===== src/rtl/hgt_pkg.sv =====
// ----------------------------------------------------------------------------
// hgt_pkg: shared types and constants of the heightfield grid tessellator
// Configuration register codes, the configuration bundle and the cell
// record that travels from the front end to the vertex back end.
// ----------------------------------------------------------------------------
`default_nettype none

package hgt_pkg;

	// default line buffer depth (samples per row)
	localparam int MAX_COLUMNS_DEF = 1024;

	// grid indices are carried at row-index width
	localparam int IDX_W = 16;

	// depth of the cell queue between front and back
	localparam int Q_DEPTH = 4;

	// configuration register codes
	typedef enum logic [2:0] {
		CFG_GRID_COLUMNS = 3'd0,
		CFG_GRID_ROWS    = 3'd1,
		CFG_X_ORIGIN     = 3'd2,
		CFG_X_STEP       = 3'd3,
		CFG_Z_ORIGIN     = 3'd4,
		CFG_Z_STEP       = 3'd5
	} cfg_reg_t;

	// configuration registers as seen by front and back
	typedef struct packed {
		logic        [10:0] grid_columns;
		logic        [15:0] grid_rows;
		logic signed [31:0] x_origin;
		logic signed [31:0] x_step;
		logic signed [31:0] z_origin;
		logic signed [31:0] z_step;
	} cfg_t;

	// one completed cell: four corner heights and its lower-right indices
	typedef struct packed {
		logic signed [31:0]  upper_left;
		logic signed [31:0]  lower_left;
		logic signed [31:0]  upper_right;
		logic signed [31:0]  lower_right;
		logic [IDX_W-1:0]    col;
		logic [IDX_W-1:0]    row;
		logic                grid_done;
	} cell_t;

endpackage

`default_nettype wire


===== src/rtl/hgt_queue.sv =====
// ----------------------------------------------------------------------------
// hgt_queue: cell queue between front and back
// Small register FIFO; lets the front keep taking samples while the back
// is still emitting vertices.
// ----------------------------------------------------------------------------
`default_nettype none

module hgt_queue (
	input  wire logic           clk,
	input  wire logic           arst_n,
	input  wire logic           enq,
	input  wire hgt_pkg::cell_t enq_cell,
	output logic                q_full,
	input  wire logic           deq,
	output logic                q_valid,
	output hgt_pkg::cell_t      head_cell
);
	import hgt_pkg::*;

	localparam int PW = $clog2(Q_DEPTH);

	cell_t         slot_q [Q_DEPTH];
	logic [PW-1:0] wr_ptr_q;
	logic [PW-1:0] rd_ptr_q;
	logic [PW:0]   count_q;

	assign q_full    = (count_q == (PW+1)'(Q_DEPTH));
	assign q_valid   = (count_q != '0);
	assign head_cell = slot_q[rd_ptr_q];

	// pointers and fill level
	always_ff @(posedge clk or negedge arst_n) begin
		if (!arst_n) begin
			wr_ptr_q <= '0;
			rd_ptr_q <= '0;
			count_q  <= '0;
		end else begin
			if (enq) begin
				wr_ptr_q <= wr_ptr_q + PW'(1);
			end
			if (deq) begin
				rd_ptr_q <= rd_ptr_q + PW'(1);
			end
			if (enq && !deq) begin
				count_q <= count_q + (PW+1)'(1);
			end else if (deq && !enq) begin
				count_q <= count_q - (PW+1)'(1);
			end
		end
	end

	// storage
	always_ff @(posedge clk) begin
		if (enq) begin
			slot_q[wr_ptr_q] <= enq_cell;
		end
	end

endmodule

`default_nettype wire


===== config.mk =====
export PLATFORM = sky130hd
export DESIGN_NAME = hgt_queue
export DESIGN_NICKNAME = d
export VERILOG_FILES = /design/src/rtl/hgt_pkg.sv /design/src/rtl/hgt_queue.sv
export SDC_FILE = /design/constraint.sdc
export NUM_CORES = 1
export LEC_CHECK = 0
export BUFFER_PORTS_ARGS = -buffer_cell sky130_fd_sc_hd__buf_2
export CAP_MARGIN = 5
export CORE_UTILIZATION = 45
export DETAILED_ROUTE_END_ITERATION = 8
export PLACE_DENSITY_LB_ADDON = 0.1
export RECOVER_POWER = 25
export SYNTH_ARGS = -nofsm -noshare
export SYNTH_HDL_FRONTEND = slang
export SYNTH_SLANG_ARGS = --single-unit

===== constraint.sdc =====
create_clock -name clk -period 6.05 [get_ports clk]
set_clock_uncertainty 0.1 [all_clocks]
set_input_delay 0.9075 -clock clk [delete_from_list [all_inputs] [get_ports clk]]
set_output_delay 0.9075 -clock clk [all_outputs]
set_load 0.05 [all_outputs]

Yosys cells after proc, flatten, opt, wreduce, memory -nomap -nowiden

Memories as Yosys holds them, arrays and structs flattened.
Cells that the tools add are included.

RAM bits: 644
Bits of input ports: 165
Memories: 1
Flip-flop bits (word level): 7

Memory list:

| memory | depth | width | rd ports | clocked after Yosys merged registers in | write ports | line            | source |
|---|---|---|---|---|---|---|---|
| slot_q | 4     | 161   | 1        | 0                                       | 1           | hgt_queue.sv:22 | `cell_t slot_q [Q_DEPTH];` |

Reductions and logical operators: 6
Equality and inequality tests: 1
$add $sub $neg: 4
Muxes and demuxes: 4

Operators with widths:

| cell                                                               | count |
|---|---|
| 3-bit 2-to-1 mux                                                   | 2 |
| 2-bit by 1-bit adder with 2-bit output, second input constant      | 2 |
| 3-bit by 1-bit adder with 3-bit output, second input constant      | 1 |
| 3-bit equality test, second input constant                         | 1 |
| 3-bit nonzero test                                                 | 1 |
| 3-bit by 1-bit subtractor with 3-bit output, second input constant | 1 |
| 1-bit logical AND                                                  | 2 |
| 1-bit zero test                                                    | 2 |
| 1-bit 2-to-1 mux                                                   | 2 |
| 2-bit nonzero test                                                 | 1 |

Depth between registers and ports, before layout

Depth in word-level cells: 4
Gate-level depth with buffers: 7
Depth with buffers taken out: 7

Least setup slack after synthesis

No wires, ideal clock.

Path type: input to register
Start point: input enq
End point: memory slot_q[1][0] (netlist bit) (enable)
Stages on the path: 1
Slack: 0.835 ns
Library setup time: 0.540 ns
Arrival time: 4.576 ns
Path buffers: 0
Cell sequence: and2_1

Longest elaborated chain between the ends: 2

RTL lines:

| element                                | line            | source |
|---|---|---|
| start, declared                        | hgt_queue.sv:11 | `input wire logic enq,` |
| 1-bit 2-to-1 mux                       | hgt_queue.sv:54 | `if (enq) begin` |
| 1-bit 2-to-1 mux (not written as such) | hgt_queue.sv:55 | `slot_q[wr_ptr_q] <= enq_cell;` |
| end, declared                          | hgt_queue.sv:22 |  |

Every way passes these cells.

==> metrics.txt <==
Combinational Power Share=0.370; chip width=~230 um; power density normalized to cell area=around 570 nW/um^2; number of instances in the synthesized netlist=875; Synth Warn #=0; synthesized area per cell=around 27 um^2; DRC errors left=0; most area-hungry cell type in the Yosys netlist=edfxtp_1; Fmax=around 250 MHz; wire length of the first global-routing pass=68.5 mm; part of the total power dissipated in sequential elements=0.390; leading post-synthesis cells by cell area=edfxtp_1, mux4_2, dfrtp_1; highest net fanout along the worst path=a little over 60; proportion of register bits with asynchronous set or reset after synthesis=0.0108; via count of the first global-routing pass=between 10000 and 15000; post-cts gate resize count=0; overall global routing resource usage=0.175; post-layout instance count excluding filler cells=1981; compound-cell area share of the yosys netlist=0.000212; slack of the critical path=around 2000 ps; count of antenna-violating nets left after detailed routing=0; first drt pass iteration count=5; flops & latches, synth=651; VDD IR-drop max=~0.35 mV; Placed Instances=1862; initial antenna violation count=7; number of distinct library cells after synthesis=20; area used by multi-input combinational logic=3840 um^2; final core utilization=0.543; simple-gate portion of the synthesized area=0.00212; run status=finished, final reports clean; synthesized area=23600 um^2; syn_nets=1046; number of buffers inserted during clock tree synthesis=69; leakage power total=9.24 nW; slowest cell delay on critical path=1060 ps; Placement Rows=a little over 80; count of cell instances traversed by the critical path=3; unrepaired setup endpoints after global routing=no; root cell of the clock tree=clkbuf_16; TritonCTS clock tree=done; CP top delay family=flip-flops; max-cap check violation count=0; main combinational cell family by area after synthesis=multiplexers; Internal Pwr Total=between 0.009 and 0.01 W; number of violations reported at the end of detailed-routing iteration 0=528; mean number of vias per cell=around 5.2; HPWL after DPL=26.7 mm; pin count of the biggest net entering global routing=109; fraction of synthesized cell area in xor and xnor cells=0.00223; power after layout=0.0160 W; GP Congestion=0.738; grt ovf=0; Setup violations, final=0; share of layout cells above drive strength 1=0.379; Primary FF master, synth=edfxtp_1; area used by sequential logic in the layout=about 20000 um^2; crit end category=output port; Worst Setup Path Type=reg -> out; net switching power figure=0.00613 W; min-delay worst type=in -> async; total count of max-transition violations in the final report=0; number of post-CTS setup repair buffers=0; # fillers=~4000; total clock sinks=651; Setup Total Neg Slack=0 ps; growth of design area from synthesis to finish=18.7%; maximum clock path buffer count=3; synthesized-area fraction occupied by adder cells=0.00350; critical path startpoint category=register; proportion of synthesized area in mux cells=0.154; final cycle utilization of the critical path=0.666; area fraction of the dominant cell type after synthesis=0.820; dpl ws=2520 ps; actual slew at the worst max-slew pin=1070 ps; DIE HEIGHT=roughly 230 um; most numerous cell in the Yosys netlist=edfxtp_1; average wire length per cell after detail routing=23.2 um; sequential share of the synthesized area=0.827; number of top-level design ports=~330; initial cell density of the core=0.458; slew margin rel.=0.289; post-layout net count=1424; list of cells traversed by the critical path=buf_4, mux4_2, buf_2; cell count of the worst reg-to-reg path=4; Clock Latency Late Sink=between 500 and 600 ps; cts-stage hold buffer count=0; Buffers on Ports=roughly 330; Critical Path AT=between 3000 and 4000 ps; endpoints failing hold=0; clock power share=0.240; core area=51500 um^2; slowest CP cell=dfrtp_4; leading cell types by count after synthesis=edfxtp_1, mux4_2, buf_2, buf_6, dfrtp_1; sw frac=0.383; required time of the worst setup path=5040 ps; number of buffers and inverters on the critical path=2; clock slew at the register clock pins of the worst setup and hold paths=60 ps; EDFF count, synth=644; die area=53300 um^2; overall via count from detail_route=10300; minimum period implied by the final worst setup slack=4030 ps; CTS H-tree depth=3; total wire length=46.0 mm
-- layout by cell type (no fill, tap or decap), drive strengths merged --
cell / count
or3: 1
buf: 239
clkbuf: 198
xor2: 4
inv: 4
fa: 1
ha: 5
clkinv: 21
diode: 1
o21ai: 1
nor3b: 1
bufinv: 1
mux4: 161
clkinvlp: 2
nor2: 1
nand2: 2
xnor2: 2
edfxtp: 644
mux2: 1
dfrtp: 7
and2: 4
-- power groups by stage --
stage / Clock [W] / Combinational, W / Sequential, W
after detailed placement: 0 / 0.00605 / 0.00636
after global routing: 0.00411 / 0.00621 / 0.00633
after CTS: 0.00396 / 0.00606 / 0.00627
after floorplan: 0 / 0.00481 / 0.00624
final: 0.00384 / 0.00592 / 0.00624
after global placement: 0 / 0.00607 / 0.00632
-- state kept, by name, indices dropped and copies added (netlist names) --
signal    count
count_q       3
rd_ptr_q      2
slot_q      644
wr_ptr_q      2
-- through the flow --
step	instance area, um^2	hold WS (ps)
after floorplan	23600	349
after global placement	26100	366
after detailed placement	26100	372
after CTS	28100	28.2
after global routing	28000	156
final	28000	149
-- final cells by class --
cell class	count	area share
timing repair buffer	343	0.0608
inverter	4	0.000536
clock inverter	24	0.00510
sequential	651	0.698
antenna	1	0.0000894
tap	680	0.0304
clock buffer	94	0.0684
multi-input combinational	184	0.137
-- cells by family after synthesis --
group           Yosys count
mux                     162
simple gates              9
flops                   651
compound gates            1
fa+ha+maj                 6
xor+xnor                  6
buf+inv                  40
-- routing by layer --
layer	routed length [um]	global-route usage	vias to the layer above
met2	22900	0.282	259
met1	18800	0.225	5436
met4	909	0.0594	10
met5	62	0	-
li1	-	-	4569
met3	3300	0.0558	74
-- path summary, 6_finish.rpt --
path	slack [ps]	end	start
worst min register to register	380	count_q[2]$_DFFE_PN0P_	count_q[2]$_DFFE_PN0P_
max in group asynchronous	5340	rd_ptr_q[1]$_DFFE_PN0P_	arst_n
worst max register to register	3660	slot_q[2][59]$_DFFE_PP_	wr_ptr_q[0]$_DFFE_PN0P_
min in group clk	380	count_q[2]$_DFFE_PN0P_	count_q[2]$_DFFE_PN0P_
worst min-delay path	150	count_q[2]$_DFFE_PN0P_	arst_n
worst max-delay path	2020	head_cell[71]	rd_ptr_q[1]$_DFFE_PN0P_
-- worst register-to-register path, stage by stage (launching register included) --
cell and delay (ps):
dfrtp_1 430, inv_1 100, ha_1 140, and2_4 450, buf_4 710
Note: power is estimated with default switching activity, not from simulation.
